--- src/sv/decimal_text_to_integer_macros.svh ---
// Assertion helpers for the decimal_text_to_integer RTL file.
`ifndef DECIMAL_TEXT_TO_INTEGER_MACROS_SVH
`define DECIMAL_TEXT_TO_INTEGER_MACROS_SVH

// Same-cycle implication, checked on every rising edge outside reset.
`define DTTI_ASSERT_NOW(label, ante, cons, msg) \
    label: assert property (@(posedge aclk) disable iff (!aresetn) (ante) |-> (cons)) \
        else $error(msg);

// Next-cycle implication, checked on every rising edge outside reset.
`define DTTI_ASSERT_NEXT(label, ante, cons, msg) \
    label: assert property (@(posedge aclk) disable iff (!aresetn) (ante) |=> (cons)) \
        else $error(msg);

`endif

--- src/sv/dtti_pkg.sv ---
package dtti_pkg;

    localparam int DTTI_MAX_TEXT_LENGTH = 256;

    localparam int CHAR_W  = 8;
    localparam int VALUE_W = 64;
    localparam int STOP_W  = 9;
    localparam int MODE_W  = 2;
    localparam int S_TDATA_W = 8;
    localparam int M_TDATA_W = 80;

    // Parse phases.
    localparam logic [1:0] PH_PREFIX = 2'd0;
    localparam logic [1:0] PH_DIGITS = 2'd1;
    localparam logic [1:0] PH_DONE   = 2'd2;
    localparam logic [1:0] PH_FAIL   = 2'd3;

    // Range check modes.
    localparam logic [MODE_W-1:0] RANGE_S64 = 2'd0;
    localparam logic [MODE_W-1:0] RANGE_S32 = 2'd1;
    localparam logic [MODE_W-1:0] RANGE_U32 = 2'd2;

    // Character codes.
    localparam logic [CHAR_W-1:0] CH_BEL   = 8'd7;
    localparam logic [CHAR_W-1:0] CH_TAB   = 8'd9;
    localparam logic [CHAR_W-1:0] CH_LF    = 8'd10;
    localparam logic [CHAR_W-1:0] CH_VT    = 8'd11;
    localparam logic [CHAR_W-1:0] CH_FF    = 8'd12;
    localparam logic [CHAR_W-1:0] CH_CR    = 8'd13;
    localparam logic [CHAR_W-1:0] CH_SPACE = 8'd32;
    localparam logic [CHAR_W-1:0] CH_PLUS  = 8'd43;
    localparam logic [CHAR_W-1:0] CH_MINUS = 8'd45;
    localparam logic [CHAR_W-1:0] CH_ZERO  = 8'd48;
    localparam logic [CHAR_W-1:0] CH_NINE  = 8'd57;

    // Largest magnitudes that may still be multiplied by ten.
    localparam logic signed [VALUE_W-1:0] ACC_POS_LIMIT = 64'sd922337203685477580;
    localparam logic signed [VALUE_W-1:0] ACC_NEG_LIMIT = -64'sd922337203685477580;
    localparam logic [3:0] POS_LAST_DIGIT = 4'd7;
    localparam logic [3:0] NEG_LAST_DIGIT = 4'd8;

    typedef struct packed {
        logic [1:0]                 phase;
        logic                       sign_negative;
        logic signed [VALUE_W-1:0]  accumulator;
    } dtti_core_t;

endpackage

--- src/sv/dtti_step.sv ---
module dtti_step (
    input  dtti_pkg::dtti_core_t         core_in,
    input  logic [dtti_pkg::CHAR_W-1:0]  char_in,
    output dtti_pkg::dtti_core_t         core_out,
    output logic                         stop_here
);

    logic                                 is_digit;
    logic [3:0]                           digit;
    logic signed [dtti_pkg::VALUE_W-1:0]  digit_ext;
    logic signed [dtti_pkg::VALUE_W-1:0]  acc_times_ten;
    logic [1:0]                           phase_mid;
    logic                                 overflow;

    assign is_digit  = (char_in >= dtti_pkg::CH_ZERO) && (char_in <= dtti_pkg::CH_NINE);
    assign digit     = 4'(char_in - dtti_pkg::CH_ZERO);
    assign digit_ext = {{(dtti_pkg::VALUE_W-4){1'b0}}, digit};
    assign acc_times_ten = (core_in.accumulator <<< 3) + (core_in.accumulator <<< 1);

    assign overflow = (core_in.accumulator > dtti_pkg::ACC_POS_LIMIT) ||
                      ((core_in.accumulator == dtti_pkg::ACC_POS_LIMIT) &&
                       (digit > dtti_pkg::POS_LAST_DIGIT)) ||
                      (core_in.accumulator < dtti_pkg::ACC_NEG_LIMIT) ||
                      ((core_in.accumulator == dtti_pkg::ACC_NEG_LIMIT) &&
                       (digit > dtti_pkg::NEG_LAST_DIGIT));

    always_comb begin
        core_out  = core_in;
        stop_here = 1'b0;
        phase_mid = core_in.phase;

        // The first digit enters the digit phase and is taken in the same step.
        if (core_in.phase == dtti_pkg::PH_PREFIX) begin
            if (is_digit) begin
                phase_mid = dtti_pkg::PH_DIGITS;
            end else begin
                case (char_in) inside
                    dtti_pkg::CH_SPACE, dtti_pkg::CH_TAB, dtti_pkg::CH_CR,
                    dtti_pkg::CH_LF, dtti_pkg::CH_VT, dtti_pkg::CH_FF,
                    dtti_pkg::CH_BEL, dtti_pkg::CH_PLUS: begin
                    end
                    dtti_pkg::CH_MINUS: begin
                        core_out.sign_negative = !core_in.sign_negative;
                    end
                    default: begin
                        phase_mid = dtti_pkg::PH_FAIL;
                        stop_here = 1'b1;
                    end
                endcase
            end
        end

        core_out.phase = phase_mid;
        if (phase_mid == dtti_pkg::PH_DIGITS) begin
            if (!is_digit) begin
                core_out.phase = dtti_pkg::PH_DONE;
                stop_here      = 1'b1;
            end else if (overflow) begin
                core_out.phase = dtti_pkg::PH_FAIL;
                stop_here      = 1'b1;
            end else if (core_in.sign_negative) begin
                core_out.accumulator = acc_times_ten - digit_ext;
            end else begin
                core_out.accumulator = acc_times_ten + digit_ext;
            end
        end
    end

endmodule

--- src/sv/decimal_text_to_integer.sv ---
// Decimal text to signed 64-bit integer parser.
// Text enters one character per transfer on the s_ channel: s_tdata carries the
// character, and s_tlast set marks the end-of-text item whose character is ignored.
// Leading whitespace, BEL and '+' are skipped, each '-' flips the sign, digits build
// the value, and the first other character ends the parse.
// Each end-of-text item produces exactly one result transfer on the m_ channel:
// the value, the ok flag on m_tuser and the stop position. Other items produce none.
// The cfg_ channel writes the range mode; the user must see that it is written only
// while the block is idle, as the block itself does not enforce it. Throughput is one
// item per cycle while s_tready is high. The result of an end item goes from the
// input register through the result logic, which reads the parse state left by the
// preceding characters, into the result register. When the receiver stalls with a
// result pending, characters keep flowing; the next end item waits in the input
// register and s_tready drops until the result register is taken.
// Reset (synchronous, active low) clears the parse state, the range mode and both
// registers' valid flags.
`include "decimal_text_to_integer_macros.svh"

module decimal_text_to_integer #(
    parameter int MAX_TEXT_LENGTH = dtti_pkg::DTTI_MAX_TEXT_LENGTH
) (
    input  logic                             aclk,
    input  logic                             aresetn,
    input  logic                             cfg_valid,
    output logic                             cfg_ready,
    input  logic [dtti_pkg::MODE_W-1:0]      cfg_data,     // range_mode
    input  logic                             s_tvalid,
    output logic                             s_tready,
    input  logic [dtti_pkg::S_TDATA_W-1:0]   s_tdata,      // [7:0] character
    input  logic                             s_tlast,      // end_of_text
    output logic                             m_tvalid,
    input  logic                             m_tready,
    output logic [dtti_pkg::M_TDATA_W-1:0]   m_tdata,      // [63:0] value, [72:64] stop_position
    output logic                             m_tuser       // ok
);

    localparam int IDX_W = $clog2(MAX_TEXT_LENGTH + 1);
    localparam logic [IDX_W-1:0] MaxIdx = IDX_W'(MAX_TEXT_LENGTH);

    logic [dtti_pkg::MODE_W-1:0]           range_mode_reg;

    logic                                  in_valid_reg;
    logic [dtti_pkg::CHAR_W-1:0]           in_char_reg;
    logic                                  in_end_reg;

    dtti_pkg::dtti_core_t                  core_reg;
    dtti_pkg::dtti_core_t                  core_step;
    logic                                  stop_here;
    logic [IDX_W-1:0]                      char_index_reg;
    logic [IDX_W-1:0]                      stop_index_reg;

    logic                                  m_valid_reg;
    logic signed [dtti_pkg::VALUE_W-1:0]   value_reg;
    logic                                  ok_reg;
    logic [dtti_pkg::STOP_W-1:0]           stop_pos_reg;

    logic                                  out_free;
    logic                                  stage_go;
    logic                                  active;

    logic                                  res_ok_next;
    logic                                  range_ok;
    logic [IDX_W-1:0]                      res_pos;
    logic [IDX_W+dtti_pkg::STOP_W-1:0]     res_pos_ext;
    logic signed [dtti_pkg::VALUE_W-1:0]   value_next;

    assign cfg_ready = 1'b1;

    // An end item may only leave the input register when the result register can take it.
    assign out_free = !m_valid_reg || m_tready;
    assign stage_go = in_valid_reg && (!in_end_reg || out_free);
    assign s_tready = !in_valid_reg || stage_go;
    assign active   = (core_reg.phase == dtti_pkg::PH_PREFIX) ||
                      (core_reg.phase == dtti_pkg::PH_DIGITS);

    dtti_step u_step (
        .core_in   (core_reg),
        .char_in   (in_char_reg),
        .core_out  (core_step),
        .stop_here (stop_here)
    );

    // Result of an end item.
    always_comb begin
        unique case (core_reg.phase)
            dtti_pkg::PH_PREFIX: begin
                res_ok_next = 1'b0;
                res_pos     = char_index_reg;
            end
            dtti_pkg::PH_DIGITS: begin
                res_ok_next = 1'b1;
                res_pos     = char_index_reg;
            end
            dtti_pkg::PH_DONE: begin
                res_ok_next = 1'b1;
                res_pos     = stop_index_reg;
            end
            default: begin
                res_ok_next = 1'b0;
                res_pos     = stop_index_reg;
            end
        endcase

        unique case (range_mode_reg)
            dtti_pkg::RANGE_S32: range_ok = (core_reg.accumulator[63:31] == '0) ||
                                            (core_reg.accumulator[63:31] == '1);
            dtti_pkg::RANGE_U32: range_ok = (core_reg.accumulator[63:32] == '0);
            default:             range_ok = 1'b1;
        endcase

        res_ok_next = res_ok_next && range_ok;
        value_next  = res_ok_next ? core_reg.accumulator : '0;
        res_pos_ext = {{dtti_pkg::STOP_W{1'b0}}, res_pos};
    end

    always_ff @(posedge aclk) begin
        if (!aresetn) begin
            range_mode_reg <= dtti_pkg::RANGE_S64;
        end else if (cfg_valid && cfg_ready) begin
            range_mode_reg <= cfg_data;
        end
    end

    // Input register.
    always_ff @(posedge aclk) begin
        if (!aresetn) begin
            in_valid_reg <= 1'b0;
        end else if (s_tready) begin
            in_valid_reg <= s_tvalid;
        end
    end

    always_ff @(posedge aclk) begin
        if (s_tvalid && s_tready) begin
            in_char_reg <= s_tdata[dtti_pkg::CHAR_W-1:0];
            in_end_reg  <= s_tlast;
        end
    end

    // Parse state.
    always_ff @(posedge aclk) begin
        if (!aresetn) begin
            core_reg       <= '{phase: dtti_pkg::PH_PREFIX, sign_negative: 1'b0,
                                accumulator: '0};
            char_index_reg <= '0;
            stop_index_reg <= '0;
        end else if (stage_go) begin
            if (in_end_reg) begin
                core_reg       <= '{phase: dtti_pkg::PH_PREFIX, sign_negative: 1'b0,
                                    accumulator: '0};
                char_index_reg <= '0;
                stop_index_reg <= '0;
            end else if (active) begin
                core_reg <= core_step;
                if (stop_here) begin
                    stop_index_reg <= char_index_reg;
                end
                if (char_index_reg < MaxIdx) begin
                    char_index_reg <= char_index_reg + 1'b1;
                end
            end
        end
    end

    // Result register.
    always_ff @(posedge aclk) begin
        if (!aresetn) begin
            m_valid_reg <= 1'b0;
        end else if (stage_go && in_end_reg) begin
            m_valid_reg <= 1'b1;
        end else if (m_tready) begin
            m_valid_reg <= 1'b0;
        end
    end

    always_ff @(posedge aclk) begin
        if (stage_go && in_end_reg) begin
            value_reg    <= value_next;
            ok_reg       <= res_ok_next;
            stop_pos_reg <= res_pos_ext[dtti_pkg::STOP_W-1:0];
        end
    end

    assign m_tvalid = m_valid_reg;
    assign m_tdata  = {{(dtti_pkg::M_TDATA_W-dtti_pkg::VALUE_W-dtti_pkg::STOP_W){1'b0}},
                       stop_pos_reg, value_reg};
    assign m_tuser  = ok_reg;

    `DTTI_ASSERT_NOW(a_fail_value_zero, m_valid_reg && !ok_reg, value_reg == '0, "failed result nonzero")
    `DTTI_ASSERT_NOW(a_prefix_acc_zero, core_reg.phase == dtti_pkg::PH_PREFIX, core_reg.accumulator == '0, "prefix acc nonzero")
    `DTTI_ASSERT_NEXT(a_end_clears, stage_go && in_end_reg, m_valid_reg && core_reg.phase == dtti_pkg::PH_PREFIX && char_index_reg == '0, "end not cleared")
    `DTTI_ASSERT_NOW(a_index_sat, 1'b1, char_index_reg <= MaxIdx && stop_index_reg <= MaxIdx, "index beyond limit")

endmodule
--- config.mk ---
export PLATFORM = sky130hd
export DESIGN_NAME = decimal_text_to_integer
export DESIGN_NICKNAME = d
export VERILOG_FILES = /design/src/sv/dtti_pkg.sv /design/src/sv/dtti_step.sv /design/src/sv/decimal_text_to_integer.sv
export VERILOG_INCLUDE_DIRS = /design/src /design/src/sv
export SDC_FILE = /design/constraint.sdc
export NUM_CORES = 1
export LEC_CHECK = 0
export ABC_AREA = 1
export BUFFER_PORTS_ARGS = -buffer_cell sky130_fd_sc_hd__buf_2
export CORE_UTILIZATION = 50
export CTS_CLUSTER_DIAMETER = 80
export DETAILED_ROUTE_END_ITERATION = 6
export PLACE_DENSITY = 0.67
export SETUP_SLACK_MARGIN = 0.5
export SLEW_MARGIN = 20
export SYNTH_ARGS = -nofsm -noshare
export SYNTH_HDL_FRONTEND = slang
export SYNTH_SLANG_ARGS = --single-unit
export TNS_END_PERCENT = 20
--- constraint.sdc ---
create_clock -name aclk -period 13.2 [get_ports aclk]
set_clock_uncertainty 0.1 [all_clocks]
set_input_delay 3.96 -clock aclk [delete_from_list [all_inputs] [get_ports aclk]]
set_output_delay 3.96 -clock aclk [all_outputs]
set_load 0.01 [all_outputs]
# Word level (Yosys, flattened, before mapping)
# Index checks and enable logic that the tools add are counted.
# totals
regBits	172
word_cells	118
output_inout_bits	84
# op_classes
n_reduce_logical	38
mux	35
add_sub_neg	5
order_cmp	7
n_eq_ne	20
# op_table
cell	n
$mux W64	4
$mux W67	2
$eq A64 B61 Y1 const B	2
$add A64 B5 Y64	1
$add A64 B64 Y64	1
$gt A64 B61 Y1 const B	1
$lt A64 B61 Y1 const B	1
$sub A64 B5 Y64	1
$mux W9	7
$eq A8 B4 Y1 const B	5
$eq A33 B33 Y1 const B	1
$logic_not A33 Y1	1
$logic_not A32 Y1	1
$eq A8 B6 Y1 const B	3
$reduce_bool A2 Y1	8
$mux W1	14
$mux W2	7
$add A9 B1 Y9 const B	1
$lt A9 B9 Y1 const B	1
$eq A8 B3 Y1 const B	1
$ge A8 B6 Y1 const B	1
$le A8 B6 Y1 const B	1
$logic_or A1 B1 Y1	8
$reduce_or A8 Y1	1
other kinds (15)	31

# Logic depth before layout (Yosys ltp)
# logic_depth
depth_word	12
mapped_depth	27
mapped_depth_nobuf	27

# Cells and area by module
# A second synthesis with hierarchy kept.
# unflattened
cells_unflattened	3335
hier_area_um2	18879.4
# modules_own_cells
mod	n_inst	cells_per_inst	area_per_inst_um2
dtti_step	1	2565	11848.9
decimal_text_to_integer	1	770	7030.5

# Least setup slack after synthesis
# OpenSTA, ideal clock, no wires.
# synth_timing
kind	in2out
from	in m_tready
to	out s_tready
path_slack_ns	4.883
path_stages	2
n_path_buf	0
t_arrival_ns	4.257
cell_sequence	nor2_1 > nand3_1
# synth_between
elab_chain_cells	4
# synth_rtl
item	line	rtl
start: declaration	decimal_text_to_integer.sv:32	input logic m_tready,
$logic_or A1 B1 Y1	decimal_text_to_integer.sv:70	assign out_free = !m_valid_reg || m_tready;
$logic_or A1 B1 Y1	decimal_text_to_integer.sv:71	assign stage_go = in_valid_reg && (!in_end_reg || out_free);
$logic_and A1 B1 Y1	decimal_text_to_integer.sv:71	
$logic_or A1 B1 Y1	decimal_text_to_integer.sv:72	assign s_tready = !in_valid_reg || stage_go;
end: declaration	decimal_text_to_integer.sv:28	output logic s_tready,
# Every way passes these cells.

# Final worst setup path
# Same ends and word-level chain as after synthesis.

==> flow_summary.ini <==
[outcome]
status = completed

[cells_and_area]
post-route-util_pct = 54.92
layout-drive-gt1-share_pct = 11.21
area.growth.synth_to_final_pct = 7.968
nNetsFinal = 3191
diodes = 0
n_fill_cell = 3624
largest_register_ffs = 67

[setup_path]
crit_required_ns = 9.14
regToRegSetupSlack_ns = 8.55
critPathBufInv = 2
crit_path_start_kind = primary input
worst_path_max_delay_cell = nor2_1
worstReg2RegStart = core_reg[2]$_SDFFE_PN0P_
r2r-end = core_reg[62]$_SDFFE_PN0P_
cp_data_arrival_time_ns = 4.61
critical_path_cell_count = 4
crit_chain = buf_2, nor2_1, nand3_1, buf_2
setup.worst_path.class = primary input to output port
critical_path.endpoint_type = output port
cp_max_fo = 3
cp_dominant_cell_by_count = buf_2
timing.critical_path.max_delay_family = simple AND/OR/NAND/NOR gates
worst-r2r-cell-count = 23
slowest_delay_ns = 0.21

[detailed_routing]
route.final.wire_length_microns = 65800
detail_route.first_pass.iterations = 6
detail_route.drc_violations = 0
average_via_count_per_standard_cell = 5.560
routed_wire_length_per_instance_microns = 18.44
dr_total_vias = 19840
drt_iter0_markers = 1944
postRouteAntennaNets = 0

[placed_design]
gp_congestion = 1.021
post-dp-hpwl_microns = 54050
portBuffers = 91

[global_routing]
grt_antenna_before_repair = 0
grt_remaining_overflow = 0
grt_first_pass_wirelength_microns = 99870
grt_use_total_pct = 36.65
grt_start_max_net_pins = 77
grt_pass1_vias = 17980

[hold_path]
worst_hold_path_ep = core_reg[66]$_SDFFE_PN0P_
holdCritStartpoint = core_reg[66]$_SDFFE_PN0P_
hp-class = register to register
min_delay_path_depth = 2

[clocking]
worst_path_clk_slew_ns = 0.07
postCtsHoldBufs = 0
cts_repair_resize_count = 0
cts_made_buffers = 17
clock-sinks = 172
clk_root_buffer_cell = clkbuf_16
buffer_levels_on_the_longest_clock_path = 2
tritoncts_clock_tree = done
skew_pair_late_insertion_delay_ns = 0.45
cts_post_setup_buffers_inserted = 0
ctsHtreeMaxLevel = 4

[floorplanning]
core_area_sq_um = 34540
num_io_pins = 100
row_count = 68
starting_density_of_the_core_pct = 50.87
design.die.area_sq_um = 35900
chipHeight_microns = 189.5
die_w_microns = 189.5

[timing]
post-route-min-period_ns = 8.674
slew_viol_final = 0
hold_ws_ns = 0.3774
timing.final.setup_violations = 0
min_period_over_period_pct = 65.71
max_slew_margin_vs_limit_pct = 24.51
hold_viol_final = 0
summed_negative_setup_slack_over_all_endpoints_ns = 0
max_clock_freq_mhz = 115.3
grt_setup_unrepaired = false
worst-slew-pin-transition_ns = 1.118

[logic_synthesis]
share_of_flip_flops_with_an_asynchronous_set_or_reset_after_synthesis_pct = 0
synthDominantAreaCellType = nand2_1
synth.most_common_cell = nand2_1
post_synth.cell_area_avg_sq_um = 5.805
yosys-top-cells-area = nand2_1 21%, edfxtp_1 14%, dfxtp_1 10%
syn-cell-area_sq_um = 17570
synth_flop_cell = dfxtp_1
synth_seq_cells = 172
synth.yosys.warnings = 0
synth_largest_type_area_fraction_pct = 21.04
synth_top_cells_by_count = 985 x nand2_1, 465 x inv_1, 382 x nor2_1
cells_after_synthesis = 3027
synth.yosys.seq_area_share_pct = 24.33
yosys.cell_types.count = 61
synth_edf_count = 83

[job]
cap_viol_max_count = 0

[power]
power_leakage_nw = 9.313
power.density_nw_per_um2 = 65.72
maximum_vdd_drop_uv = 139.7
## worst max path at each step
stage	startpoint	end
2_1_floorplan	m_tready	s_tready
3_5_place_dp	m_tready	s_tready
3_3_place_gp	m_tready	s_tready
6_report	m_tready	s_tready
5_1_grt	m_tready	s_tready
4_1_cts	m_tready	s_tready
## cells by family (layout without fill, tap and decap cells)
family	Yosys count	after routing	synth area share, %
simple gates	1900	1900	47.47
flops	172	172	24.33
compound gates	289	289	8.980
xor+xnor	25	25	1.332
fa+ha+maj	74	74	5.398
other cells	2	8	0.04274
buf+inv	565	646	12.45
## power by group
group | total (mW) | switching, mW | internal (mW) | leakage, nW
Sequential | 0.589 | 0.0152 | 0.574 | 1.48
Clock | 0.475 | 0.221 | 0.253 | 0.269
Combinational | 0.184 | 0.133 | 0.0504 | 7.56
Total | 1.25 | 0.370 | 0.877 | 9.31
## routing by layer
layer | vias up | wire length [microns] | GRT usage (%)
met3 | 122 | 6073 | 5.820
met5 | - | 0 | 0
li1 | 9747 | - | -
met2 | 884 | 28210 | 56.20
met4 | 0 | 1932 | 12.31
met1 | 9091 | 29580 | 51.96
## worst min-delay path, stage by stage, from the launching register on
cell and delay [ns]:
dfxtp_1 0.31, nand2_1 0.06, a21oi_1 0.06
## per-stage QoR
stage | instances | power, mW | worst slack (ns) | cell area, sq um
final | 3569 | 1.247 | 4.526 | 18970
after global routing | 3569 | 1.288 | 4.491 | 18970
after CTS | 3569 | 1.246 | 4.529 | 18970
after detailed placement | 3537 | 0.7778 | 4.556 | 18430
after global placement | 3537 | 0.7750 | 4.644 | 18430
after floorplan | 3033 | 0.7229 | 4.883 | 17590
## layout by cell type, fill, tap and decap left out, types with 10 or more instances in the layout
master and n:
nand2_1 984, inv_1 463, nor2_1 382, nand3_1 229
a21oi_1 160, buf_2 91, dfxtp_1 89, edfxtp_1 83
o21ai_0 74, ha_1 71, nand2_2 70, nand4_1 56
inv_2 49, nor2_2 47, nor3_1 44, xor2_1 23
nor4_1 17, clkbuf_16 17, nand3_2 14, nand3b_1 14
nor2_4 12, o21ai_1 12, a211oi_1 10
## final cells by class
class | count | area (sq um) | area share, %
well taps | 455 | 569.3 | 3.001
clock inverters | 11 | 83.83 | 0.4419
repair buffers | 99 | 515.5 | 2.717
flip-flops and latches | 172 | 4274 | 22.53
clock buffers | 21 | 460.4 | 2.427
inverters | 515 | 1934 | 10.20
multi-input cells | 2296 | 11130 | 58.69
No activity file was read; power rests on OpenSTA's default activity.
